$ cat config.mk
export PLATFORM = sky130hd
export DESIGN_NAME = olist_cell
export DESIGN_NICKNAME = d
export VERILOG_FILES = /design/src/hdl/olist_pkg.sv /design/src/hdl/olist_cell.sv
export SDC_FILE = /design/constraint.sdc
export NUM_CORES = 1
export LEC_CHECK = 0
export BUFFER_PORTS_ARGS = -buffer_cell sky130_fd_sc_hd__buf_2
export CAP_MARGIN = 20
export CORE_MARGIN = 4
export CORE_UTILIZATION = 39
export DETAILED_ROUTE_END_ITERATION = 7
export PLACE_DENSITY_LB_ADDON = 0.15
export SLEW_MARGIN = 15
export SYNTH_ARGS = -nofsm -noshare
export SYNTH_HDL_FRONTEND = slang
export SYNTH_SLANG_ARGS = --single-unit
$ cat constraint.sdc
create_clock -name clk -period 1.3 [get_ports clk]
set_clock_uncertainty 0.05 [all_clocks]
set_input_delay 0.065 -clock clk [delete_from_list [all_inputs] [get_ports clk]]
set_output_delay 0.065 -clock clk [all_outputs]
set_load 0.005 [all_outputs]
$ cat src/hdl/olist_pkg.sv
// ----------------------------------------------------------------------------
// Ordered list package
// Shared widths, command and status codes and cell control types.
// ----------------------------------------------------------------------------
`timescale 1ns / 1ps
`default_nettype none

package olist_pkg;

  localparam int DATA_W       = 32;
  localparam int OP_W         = 3;
  localparam int ST_W         = 2;
  localparam int DEF_CAPACITY = 64;

  localparam logic [OP_W-1:0] OP_INS_FRONT = 3'd0;
  localparam logic [OP_W-1:0] OP_INS_KEY   = 3'd1;
  localparam logic [OP_W-1:0] OP_INS_END   = 3'd2;
  localparam logic [OP_W-1:0] OP_DEL_FRONT = 3'd3;
  localparam logic [OP_W-1:0] OP_DEL_KEY   = 3'd4;
  localparam logic [OP_W-1:0] OP_DEL_END   = 3'd5;

  localparam logic [ST_W-1:0] ST_OK    = 2'd0;
  localparam logic [ST_W-1:0] ST_EMPTY = 2'd1;
  localparam logic [ST_W-1:0] ST_NOKEY = 2'd2;
  localparam logic [ST_W-1:0] ST_FULL  = 2'd3;

  typedef enum logic [1:0] {
    ACT_HOLD,
    ACT_LOAD,
    ACT_FROM_LEFT,
    ACT_FROM_RIGHT
  } cell_act_t;

  typedef struct packed {
    cell_act_t act;
    logic      cmp;
  } cell_ctrl_t;

endpackage

`default_nettype wire

$ cat src/hdl/olist_cell.sv
// ----------------------------------------------------------------------------
// Ordered list cell
// Holds one entry and its valid flag; compares against the key, loads a new
// value and shifts to or from its neighbours.
// ----------------------------------------------------------------------------
`timescale 1ns / 1ps
`default_nettype none

module olist_cell (
  input  wire logic                        clk,
  input  wire logic                        rst,
  input  wire olist_pkg::cell_ctrl_t       ctrl,
  input  wire logic [olist_pkg::DATA_W-1:0] key,
  input  wire logic [olist_pkg::DATA_W-1:0] new_value,
  input  wire logic [olist_pkg::DATA_W-1:0] left_data,
  input  wire logic                        left_valid,
  input  wire logic [olist_pkg::DATA_W-1:0] right_data,
  input  wire logic                        right_valid,
  output logic      [olist_pkg::DATA_W-1:0] data,
  output logic                             valid,
  output logic                             match
);

  always_ff @(posedge clk) begin
    if (rst) begin
      valid <= 1'b0;
      match <= 1'b0;
    end else begin
      if (ctrl.cmp) begin
        match <= valid && (data == key);
      end
      unique case (ctrl.act)
        olist_pkg::ACT_HOLD:       valid <= valid;
        olist_pkg::ACT_LOAD:       valid <= 1'b1;
        olist_pkg::ACT_FROM_LEFT:  valid <= left_valid;
        olist_pkg::ACT_FROM_RIGHT: valid <= right_valid;
        default:                   valid <= valid;
      endcase
    end
  end

  always_ff @(posedge clk) begin
    unique case (ctrl.act)
      olist_pkg::ACT_HOLD:       data <= data;
      olist_pkg::ACT_LOAD:       data <= new_value;
      olist_pkg::ACT_FROM_LEFT:  data <= left_data;
      olist_pkg::ACT_FROM_RIGHT: data <= right_data;
      default:                   data <= data;
    endcase
  end

endmodule

`default_nettype wire

### Yosys cells after proc, flatten, opt, wreduce, memory -nomap -nowiden

Index checks and enable logic that the tools add are counted.

| word-level totals | value |
|---|---|
| input port bits | 135 |
| word-level logic and storage cells | 11 |
| register bits after elaboration | 34 |

| operators by class | value |
|---|---|
| reductions and logical operators | 2 |
| eq/ne operators | 4 |
| muxes and demuxes | 2 |

Operator list:

| kind | count |
|---|---|
| one-hot mux 32 bit (3 select lines) | 1 |
| == test 32 bit | 1 |
| == test 2 bit, second input constant | 2 |
| one-hot mux 1 bit (3 select lines) | 1 |
| == test 2 x 1 -> 1 bit, second input constant | 1 |
| logical NOT 2 bit | 1 |
| logical AND 1 bit | 1 |

### Longest topological paths before layout

Gate-level depths: netlist of the first run.

| logic depth | value |
|---|---|
| depth after elaboration | 2 |
| depth in mapped cells | 5 |
| depth with buffers taken out | 5 |

### Worst setup path before layout of the first run

OpenSTA, ideal clock, no wires.

| timing path | value |
|---|---|
| path type | reg-to-reg |
| from | reg data[21] in the netlist's numbering |
| to | reg match |
| data required time | 1181 ps |
| path slack | 81 ps |
| data arrival time | 1100 ps |
| cell stages (with the launch flop) | 6 |
| buffers on the path | 0 |
| cells stage by stage | edfxtp_1 > xnor2_1 > nand4_1 > nor4_1 > nand4_1 > o21ai_1 |

| on the way | value |
|---|---|
| longest elaborated chain between the ends | 2 |

RTL lines:

| item | RTL line | source |
|---|---|---|
| start: declaration | olist_cell.sv:19 | `output logic [olist_pkg::DATA_W-1:0] data,` |
| start signal: assignment | olist_cell.sv:44 | `olist_pkg::ACT_HOLD: data <= data;` |
| start signal: assignment | olist_cell.sv:45 | `olist_pkg::ACT_LOAD: data <= new_value;` |
| start signal: assignment | olist_cell.sv:46 | `olist_pkg::ACT_FROM_LEFT: data <= left_data;` |
| == test 32 bit | olist_cell.sv:30 | `match <= valid && (data == key);` |
| logical AND 1 bit | olist_cell.sv:30 |  |
| end signal: assignment | olist_cell.sv:30 |  |
| end: declaration | olist_cell.sv:21 | `output logic match` |

Every way passes these cells.
A chain may end at the register's enable or synchronous reset.

### Final worst setup path of the first run

| timing path | value |
|---|---|
| from | reg data[0] in the netlist's numbering |
| to | reg match |

The elaborated chain is that of the path after synthesis.

==> metrics.csv, run 1 <==
stage,metric,value,unit
synthesis,synth unique cells,18,
power_and_ir_drop,power share of the combinational group,0.269,
drt,Post-DRT Antenna Nets,0,
synthesis,Seq cells post-synth,34,
place,RePlAce Congestion,0.708,
drt,WL/cell,14.2,um
synthesis,yosys warns,0,
drt,number of vias in the routed layout,2016,
timing,Final Setup Violations,1,
floorplanning,initial core utilization,0.401,
critical_path,Crit path arrival time,1.56,ns
power_and_ir_drop,Pwr per Cell Area,935,nW/um^2
timing,setup TNS,-0.0960,ns
drt,vias per cell,4.60,
cts,CTS tree,done,
cts,Root Driver,clkbuf_8,
place,Post-Place Setup Slack,-0.111,ns
global_route,global-route wire length before repair,9.22,mm
timing,period utilization,1.07,
synthesis,post-synthesis adder-cell area fraction,0,
cts,"Reg clk slew, reported paths",0.06,ns
floorplanning,core area,5110,um^2
global_route,pin count of the biggest net entering global routing,38,
hold_path,hold depth,4,
global_route,antenna violations before repair,0,
outcome,failing checks,setup timing,
timing,final hold vios,0,
critical_path,worst-case reg-to-reg path depth,5,
critical_path,CP peak stage delay,0.43,ns
critical_path,worst-path cell chain,"xnor2_2, nand4_1, nor4_2, nand4_1, o21ai_1",
flow_run,Max Cap Viol,0,
timing,Hold Worst Slack,0.0401,ns
power_and_ir_drop,Psw,777,uW
cts,Num CTS Buffers,5,
synthesis,largest family of logic cells by synthesized area,multiplexers,
place,I/O Buffers,168,
power_and_ir_drop,clock network power share,0.245,
finish,Finished Cell Area,3150,um^2
place,DP HPWL,5.24,mm
synthesis,register area share after synthesis,0.489,
outcome,status,"complete, but fails checks",
synthesis,Post-Synthesis Cells,192,
critical_path,critical path class,register to register,
synthesis,xor/xnor share of the synthesized area,0.137,
synthesis,syn avg cell area,10.7,um^2
critical_path,Worst Path Required,1.47,ns
floorplanning,Std-Cell Rows,26,
place,dpl cell area,3020,um^2
power_and_ir_drop,peak supply drop,568,uV
finish,Total Nets Final,503,
timing,highest clock rate,716,MHz
floorplanning,Die X,80.5,um
critical_path,Worst Path Max Fanout,2,
synthesis,Post-Syn Area,2050,um^2
timing,Tmin final,1.40,ns
critical_path,"most used cell, CP",nand4_1,
synthesis,Synth Area in Compound Gates,0.0843,
drt,drt total wl,6.20,mm
global_route,gr usage total,0.190,
timing,Slew headroom,0.775,
finish,"Area growth, synth to finish",53.6,%
cts,Bufs on Longest Clock Path,2,
synthesis,post-synthesis net count,327,
floorplanning,die area,6480,um^2
global_route,total gr overflow,0,
cts,htree depth,2,
timing,Final Slew Violations,0,
finish,fill count,492,
timing,worst slew pin tran,0.337,ns
critical_path,Critical-path top delay cell,edfxtp_1,
power_and_ir_drop,Switching Fraction,0.264,
finish,share of cells above drive strength 1,0.511,
cts,clk sinks,34,
floorplanning,Die H,80.5,um
drt,drt first pass iters,6,
timing,RSZ-0062 raised after global routing,yes,
timing,smallest setup slack after layout,-0.0960,ns
hold_path,hold crit path type,input pin to register,
drt,DRT iter0 DRCs,63,
floorplanning,top-level port count,169,
synthesis,simple-gate share of the synthesized area,0.102,
power_and_ir_drop,Internal Power,2160,uW
power_and_ir_drop,sequential power share,0.486,
power_and_ir_drop,leakage,0.00152,uW
drt,DRC Markers,0,
finish,# diodes,0,
synthesis,mux cell area share after synthesis,0.161,
cts,clk_lat worst skew,0.28,ns
global_route,vias in the first global route,1991,
critical_path,Setup crit start kind,register,
critical_path,Crit. End Element,register,
[critical path: cells and delay by family, from the launching register on]
family | cells | cell delay [ns]
xor gates and xnor gates | 1 | 0.18
and+or+nand+nor | 3 | 0.55
AOI/OAI and AO/OA | 1 | 0.12
DFF | 1 | 0.43
[kinds of logic after synthesis]
| family | count (synthesis) |
|---|---|
| AOI/OAI and AO/OA | 34 |
| xor gates and xnor gates | 32 |
| buffers and inverters | 11 |
| DFF | 34 |
| muxes | 33 |
| and+or+nand+nor | 48 |
[registers in the layout, indices dropped and copies added, names as in the netlist]
| register | count |
|---|---|
| valid | 1 |
| data | 32 |
| match | 1 |
[Yosys cell counts (all sizes together)]
library cell,count,share of area
edfxtp,32,0.47
mux2i,33,0.16
xnor2,23,0.098
buf,6,0.018
a211oi,1,0.0037
or2,1,0.0031
nand3,1,0.0024
o21ai,1,0.0024
dfxtp,2,0.020
clkbuf,5,0.0092
a21oi,32,0.078
nand4,6,0.018
nand2,2,0.0037
nor2,34,0.062
xor2,9,0.038
nor4,4,0.012
[worst paths after layout]
kind              startpoint    end  slack [ns]
hold reg to reg        match  match        0.40
setup / recovery     data[0]  match        -0.1
hold / removal       key[16]  match        0.04
setup reg to reg     data[0]  match        -0.1
[what timing repair did]
item,4_1_cts,5_1_grt
endpoints found under the hold margin,2,0
buffers inserted,0,0
hold buffers,2,0
gates resized for setup,3,1
setup endpoints to repair,1,1
pin swaps,1,0
[power groups by stage]
stage	combinational, uW	sequential, uW	clock [uW]
floorplan	331	1460	0
finish	791	1430	720
global route	876	1450	796
CTS	802	1430	748
detailed placement	781	1450	0
global placement	773	1440	0
[placed cells by master (no fill, tap or decap), drive strengths merged]
| master | count |
|---|---|
| a211oi | 1 |
| a21oi | 32 |
| buf | 178 |
| clkbuf | 7 |
| dfxtp | 2 |
| dlygate4sd3 | 2 |
| edfxtp | 32 |
| mux2i | 33 |
| nand2 | 2 |
| nand3 | 1 |
| nand4 | 6 |
| nor2 | 34 |
| nor4 | 4 |
| o21ai | 1 |
| or2 | 1 |
| xnor2 | 23 |
| xor2 | 9 |
[per-stage QoR]
stage / util / instances / total power (uW)
floorplan: - / 192 / 1790
global placement: 0.592 / 429 / 2210
detailed placement: 0.592 / 429 / 2230
CTS: 0.615 / 438 / 2980
global route: 0.616 / 438 / 3120
finish: 0.616 / 438 / 2940
[per-layer routing]
metal / share of wire / vias up / track usage / wire [um]
met4: 0.014 / 0 / 0.0659 / 85
met2: 0.52 / 92 / 0.349 / 3220
met1: 0.37 / 875 / 0.206 / 2300
li1: - / 1041 / - / -
met3: 0.096 / 8 / 0.0572 / 596
met5: 0 / - / 0 / 0
[layout make-up]
cell class / instances / area (um^2) / share of cell area
Clock buffer: 7 / 76.3 / 0.0243
Multi-Input combinational cell: 147 / 1020 / 0.324
Timing Repair Buffer: 180 / 961 / 0.305
Tap cell: 70 / 87.6 / 0.0278
Sequential cell: 34 / 1000 / 0.318
No activity file was read; power rests on OpenSTA's default activity.
==> inputs of run 2 (changes only) <==
--- a/config.mk
+++ b/config.mk
@@ -7,11 +7,12 @@
 export LEC_CHECK = 0
 export BUFFER_PORTS_ARGS = -buffer_cell sky130_fd_sc_hd__buf_2
 export CAP_MARGIN = 20
+export CORE_ASPECT_RATIO = 0.8
 export CORE_MARGIN = 4
-export CORE_UTILIZATION = 39
+export CORE_UTILIZATION = 42
 export DETAILED_ROUTE_END_ITERATION = 7
 export PLACE_DENSITY_LB_ADDON = 0.15
-export SLEW_MARGIN = 15
+export SLEW_MARGIN = 20
 export SYNTH_ARGS = -nofsm -noshare
 export SYNTH_HDL_FRONTEND = slang
 export SYNTH_SLANG_ARGS = --single-unit
==> constraint.sdc (replaced) <==
create_clock -name clk -period 1.7 [get_ports clk]
set_clock_uncertainty 0.05 [all_clocks]
set_input_delay 0.085 -clock clk [delete_from_list [all_inputs] [get_ports clk]]
set_output_delay 0.085 -clock clk [all_outputs]
set_load 0.005 [all_outputs]
==> metrics.csv, run 2 (same netlist as run 1, synthesis figures left out) <==
stage,metric,value,unit,change
global_route,total gr overflow,0,,unchanged
critical_path,Worst Path Required,1.86,ns,+0.39 ns
floorplanning,Die X,86.1,um,+7.0%
drt,number of vias in the routed layout,2003,,-0.64%
power_and_ir_drop,sequential power share,0.496,,+0.010
power_and_ir_drop,Internal Power,1630,uW,-25%
floorplanning,initial core utilization,0.440,,+0.0393
finish,max FFs per register,32,,unchanged
cts,# hold bufs at CTS,1,,-1
drt,WL/cell,14.4,um,+1.6%
cts,Root Driver,clkbuf_8,,
cts,CTS tree,done,,
finish,Finished Cell Area,3020,um^2,-4.1%
timing,RSZ-0062 raised after global routing,no,,
timing,Slew headroom,0.476,,-0.299
finish,# diodes,0,,unchanged
cts,"Reg clk slew, reported paths",0.06,ns,about the same
cts,clk_lat worst skew,0.28,ns,about the same
power_and_ir_drop,Switching Fraction,0.260,,-0.00404
global_route,gr usage total,0.198,,+0.00755
floorplanning,die area,6060,um^2,-6.3%
timing,highest clock rate,689,MHz,-3.8%
place,DP HPWL,5.03,mm,-3.9%
drt,Post-DRT Antenna Nets,0,,unchanged
drt,DRC Markers,0,,unchanged
hold_path,hold depth,4,,unchanged
cts,Post-CTS Resized,0,,-3
power_and_ir_drop,peak supply drop,362,uV,-36%
cts,htree depth,2,,unchanged
timing,setup TNS,0,ns,+0.0960 ns
critical_path,worst-case reg-to-reg path depth,5,,unchanged
global_route,antenna violations before repair,0,,unchanged
global_route,vias in the first global route,2007,,+0.80%
cts,# Post-CTS Setup Buffers,0,,unchanged
outcome,status,completed,,
timing,worst slew pin tran,0.785,ns,+0.449 ns
power_and_ir_drop,Pwr per Cell Area,729,nW/um^2,-22%
floorplanning,top-level port count,169,,unchanged
flow_run,Max Cap Viol,0,,unchanged
finish,Total Nets Final,495,,-1.6%
critical_path,critical path class,register to register,,
global_route,pin count of the biggest net entering global routing,66,,+74%
timing,final hold vios,0,,unchanged
timing,Final Slew Violations,0,,unchanged
drt,drt first pass iters,4,,-2
critical_path,Worst Path Max Fanout,2,,unchanged
floorplanning,Die H,70.5,um,-12%
power_and_ir_drop,clock network power share,0.245,,about the same
global_route,global-route wire length before repair,9.31,mm,+0.98%
drt,vias per cell,4.77,,+3.6%
cts,Num CTS Buffers,5,,unchanged
power_and_ir_drop,leakage,0.00146,uW,-3.9%
finish,"Most flops, register",data,,
timing,Hold Worst Slack,0.0376,ns,-0.00250 ns
power_and_ir_drop,power share of the combinational group,0.259,,-0.010
finish,share of cells above drive strength 1,0.492,,-0.0192
power_and_ir_drop,Psw,572,uW,-26%
hold_path,hold crit path type,input pin to register,,
floorplanning,Std-Cell Rows,22,,-15%
timing,period utilization,0.854,,-0.220
place,RePlAce Congestion,0.733,,+3.5%
finish,"most common cell after layout, fill and taps aside",buf_2,,
finish,Top Registers,"data: 32 flops, match: 1 flops, valid: 1 flops",,
place,I/O Buffers,168,,unchanged
critical_path,Crit. End Element,register,,
cts,Bufs on Longest Clock Path,2,,unchanged
timing,Final Setup Violations,0,,-1
critical_path,Crit path arrival time,1.62,ns,+0.06 ns
finish,"Area growth, synth to finish",47.3,%,
finish,most frequent cells in the layout,"buf_2, nor2_1, mux2i_1, a21oi_1, edfxtp_1",,
timing,Tmin final,1.45,ns,+0.0551 ns
cts,clk sinks,34,,unchanged
drt,drt total wl,6.04,mm,-2.6%
floorplanning,core area,4650,um^2,-8.9%
drt,DRT iter0 DRCs,47,,-25%
critical_path,Setup crit start kind,register,,
place,dpl cell area,2930,um^2,-3.0%
[run 2: cell types whose count changed in the layout (fill, tap and decap cells not counted)]
cell | previous run | this run
buf_4 | 8 | 3
buf_12 | 2 | 0
nor4_1 | 2 | 4
nor4_2 | 2 | 0
xnor2_1 | 21 | 23
xnor2_2 | 2 | 0
dlygate4sd3_1 | 2 | 1
[run 2: layout make-up]
| class | instances | area, um^2 |
|---|---|---|
| clock buffer | 7 | 76.3 |
| tap | 60 | 75.1 |
| multi-input combinational | 147 | 992 |
| sequential | 34 | 1000 |
| timing repair buffer | 172 | 873 |
| fill | 432 | 1630 |
[run 2: critical path: stages, from the launching register on]
cell	delay, ns
edfxtp_1	0.41
xnor2_1	0.15
nand4_1	0.12
nor4_1	0.38
nand4_1	0.14
o21ai_1	0.13
[run 2: final timing paths]
path,to,slack (ns),from
max,match,0.25,data[3]
min,match,0.04,ctrl[0]
max reg2reg,match,0.25,data[3]
min reg2reg,match,0.41,match
[run 2: power groups by stage]
| stage | combinational, uW | sequential (uW) | clock (uW) |
|---|---|---|---|
| after floorplan | 253 | 1120 | 0 |
| after global placement | 562 | 1100 | 0 |
| after detailed placement | 574 | 1110 | 0 |
| after CTS | 578 | 1090 | 558 |
| after global routing | 632 | 1100 | 604 |
| final | 569 | 1090 | 539 |
[run 2: per-layer routing]
layer,wire [um],part of all wire,global-route usage
met1,2170,0.36,0.218
met5,0,0,0
met4,66,0.011,0.0527
met3,677,0.11,0.0672
met2,3130,0.52,0.359
[run 2: through the flow]
| step | total power, uW | setup WS, ns | std cells | utilization |
|---|---|---|---|---|
| floorplan | 1370 | 0.481 | 192 | - |
| global placement | 1670 | 0.305 | 412 | 0.630 |
| detailed placement | 1680 | 0.260 | 412 | 0.630 |
| CTS | 2230 | 0.238 | 420 | 0.649 |
| global route | 2340 | 0.109 | 420 | 0.649 |
| finish | 2200 | 0.249 | 420 | 0.649 |
==> inputs of run 3 (changes only) <==
--- a/config.mk
+++ b/config.mk
@@ -7,7 +7,7 @@
 export LEC_CHECK = 0
 export BUFFER_PORTS_ARGS = -buffer_cell sky130_fd_sc_hd__buf_2
 export CAP_MARGIN = 20
-export CORE_ASPECT_RATIO = 0.8
+export CORE_ASPECT_RATIO = 0.6
 export CORE_MARGIN = 4
 export CORE_UTILIZATION = 42
 export DETAILED_ROUTE_END_ITERATION = 7
==> metrics.csv, run 3 (same netlist as run 1, synthesis figures left out) <==
stage,metric,value,unit,change
timing,setup TNS,0,ns,unchanged
hold_path,hold depth,4,,unchanged
timing,Final Slew Violations,0,,unchanged
flow_run,Max Cap Viol,0,,unchanged
place,RePlAce Congestion,0.836,,+14%
critical_path,Setup crit start kind,register,,
drt,WL/cell,14.4,um,about the same
floorplanning,Die H,62.1,um,-12%
timing,final hold vios,0,,unchanged
floorplanning,Die X,98.2,um,+14%
hold_path,hold worst-path end,match,,
floorplanning,initial core utilization,0.442,,+0.00154
finish,share of cells above drive strength 1,0.494,,+0.00281
global_route,pin count of the biggest net entering global routing,66,,unchanged
floorplanning,die area,6090,um^2,+0.49%
global_route,gr usage total,0.187,,-0.0111
cts,Post-CTS Resized,0,,unchanged
critical_path,worst-case reg-to-reg path depth,5,,unchanged
critical_path,Crit. End Element,register,,
finish,# diodes,0,,unchanged
critical_path,Crit path arrival time,1.66,ns,+0.04 ns
floorplanning,top-level port count,169,,unchanged
finish,"most common cell after layout, fill and taps aside",buf_2,,
drt,vias per cell,4.73,,-0.83%
drt,top sig layer,met4,,
drt,met2 WL,2.95,mm,-5.6%
timing,Final Setup Violations,0,,unchanged
cts,htree depth,2,,unchanged
critical_path,r2r setup slk,0.21,ns,-0.04 ns
timing,highest clock rate,669,MHz,-2.9%
power_and_ir_drop,peak supply drop,404,uV,+12%
critical_path,RR Endpoint,match,,
finish,Total Nets Final,496,,+0.20%
finish,max FFs per register,32,,unchanged
drt,drt first pass iters,4,,unchanged
timing,RSZ-0062 raised after global routing,no,,
hold_path,worst hold start,ctrl[0],,
timing,period utilization,0.879,,+0.0255
cts,clk_lat worst skew,0.28,ns,about the same
timing,worst slew pin tran,0.784,ns,-0.00156 ns
drt,Post-DRT Antenna Nets,0,,unchanged
timing,Hold Worst Slack,0.0308,ns,-0.00684 ns
global_route,total gr overflow,0,,unchanged
place,I/O Buffers,168,,unchanged
finish,Top Registers,"data: 32 flops, match: 1 flops, valid: 1 flops",,
timing,Tmin final,1.49,ns,+0.0433 ns
cts,Bufs on Longest Clock Path,2,,unchanged
global_route,global-route wire length before repair,8.73,mm,-6.2%
floorplanning,Std-Cell Rows,19,,-14%
drt,DRT iter0 DRCs,72,,+53%
critical_path,Worst Path Max Fanout,2,,unchanged
cts,# hold bufs at CTS,1,,unchanged
cts,Num CTS Buffers,5,,unchanged
place,DP HPWL,5.01,mm,-0.55%
power_and_ir_drop,Pwr per Cell Area,731,nW/um^2,+0.32%
drt,number of vias in the routed layout,2010,,+0.35%
critical_path,Reg-to-Reg Start,data[3],,
cts,Root Driver,clkbuf_8,,
critical_path,critical path class,register to register,,
power_and_ir_drop,leakage,0.00147,uW,+0.66%
cts,# Post-CTS Setup Buffers,0,,unchanged
finish,"Core Util, Final",0.655,,+0.00579
outcome,status,completed,,
drt,drt total wl,6.11,mm,+1.1%
timing,Slew headroom,0.477,,+0.00104
critical_path,Worst Path Required,1.86,ns,about the same
cts,clk sinks,34,,unchanged
finish,"Area growth, synth to finish",48.1,%,
global_route,antenna violations before repair,0,,unchanged
finish,"Most flops, register",data,,
cts,CTS tree,done,,
global_route,vias in the first global route,1842,,-8.2%
hold_path,hold crit path type,input pin to register,,
drt,Routed met1 length,2.59,mm,+19%
drt,Met3 Routed Length,526,um,-22%
drt,DRC Markers,0,,unchanged
finish,most frequent cells in the layout,"buf_2, nor2_1, mux2i_1, a21oi_1, edfxtp_1",,
floorplanning,core area,4640,um^2,-0.35%
finish,fill count,400,,-7.4%
cts,"Reg clk slew, reported paths",0.07,ns,about the same
-- run 3: cell types whose count changed in the layout (fill, tap and decap cells not counted), sizes merged --
cell | before | now
clkinv | 0 | 2
buf | 171 | 172
clkbuf | 7 | 6
-- run 3: how the worst max path moves through the flow --
stage	start	to	slack, ns	cells past startpoint
final	data[3]	match	0.21	5
after global routing	data[3]	match	0.06	5
after CTS	data[3]	match	0.21	5
after detailed placement	data[3]	match	0.23	5
after global placement	data[23]	match	0.27	5
after floorplan	data[21]	match	0.48	5
-- run 3: final cells by class --
type                       instances  area [um^2]  share of cell area
clock buffer                       6         72.6              0.0239
clock inverter                     2         8.76             0.00289
multi-input combinational        147          992               0.327
sequential                        34         1000               0.330
tap                               63         78.8              0.0260
timing repair buffer             173          881               0.290
-- run 3: report_power, final --
| group | switching, uW | total, uW | internal [uW] | leakage [uW] |
|---|---|---|---|---|
| Clock | 273 | 554 | 281 | 0.0000426 |
| Sequential | 60.1 | 1090 | 1030 | 0.000339 |
| Combinational | 257 | 573 | 316 | 0.00109 |
-- run 3: worst max-delay path, cell delays in order, from the launching register on --
cell	delay [ns]
edfxtp_1	0.40
xnor2_1	0.19
nand4_1	0.13
nor4_1	0.39
nand4_1	0.14
o21ai_1	0.13
-- run 3: layer usage --
metal  vias up  GRT usage
li1       1032          -
met5         -          0
met4         0     0.0525
met1       892      0.236
met3         4     0.0591
met2        82      0.319
-- run 3: metrics by stage --
stage / cells / cell area, um^2 / power [uW] / worst slack, ns
finish: 425 / 3030 / 2220 / 0.206
global route: 425 / 3030 / 2360 / 0.0557
CTS: 425 / 3030 / 2240 / 0.205
detailed placement: 416 / 2940 / 1690 / 0.234
global placement: 416 / 2940 / 1670 / 0.270
floorplan: 192 / 2050 / 1370 / 0.481
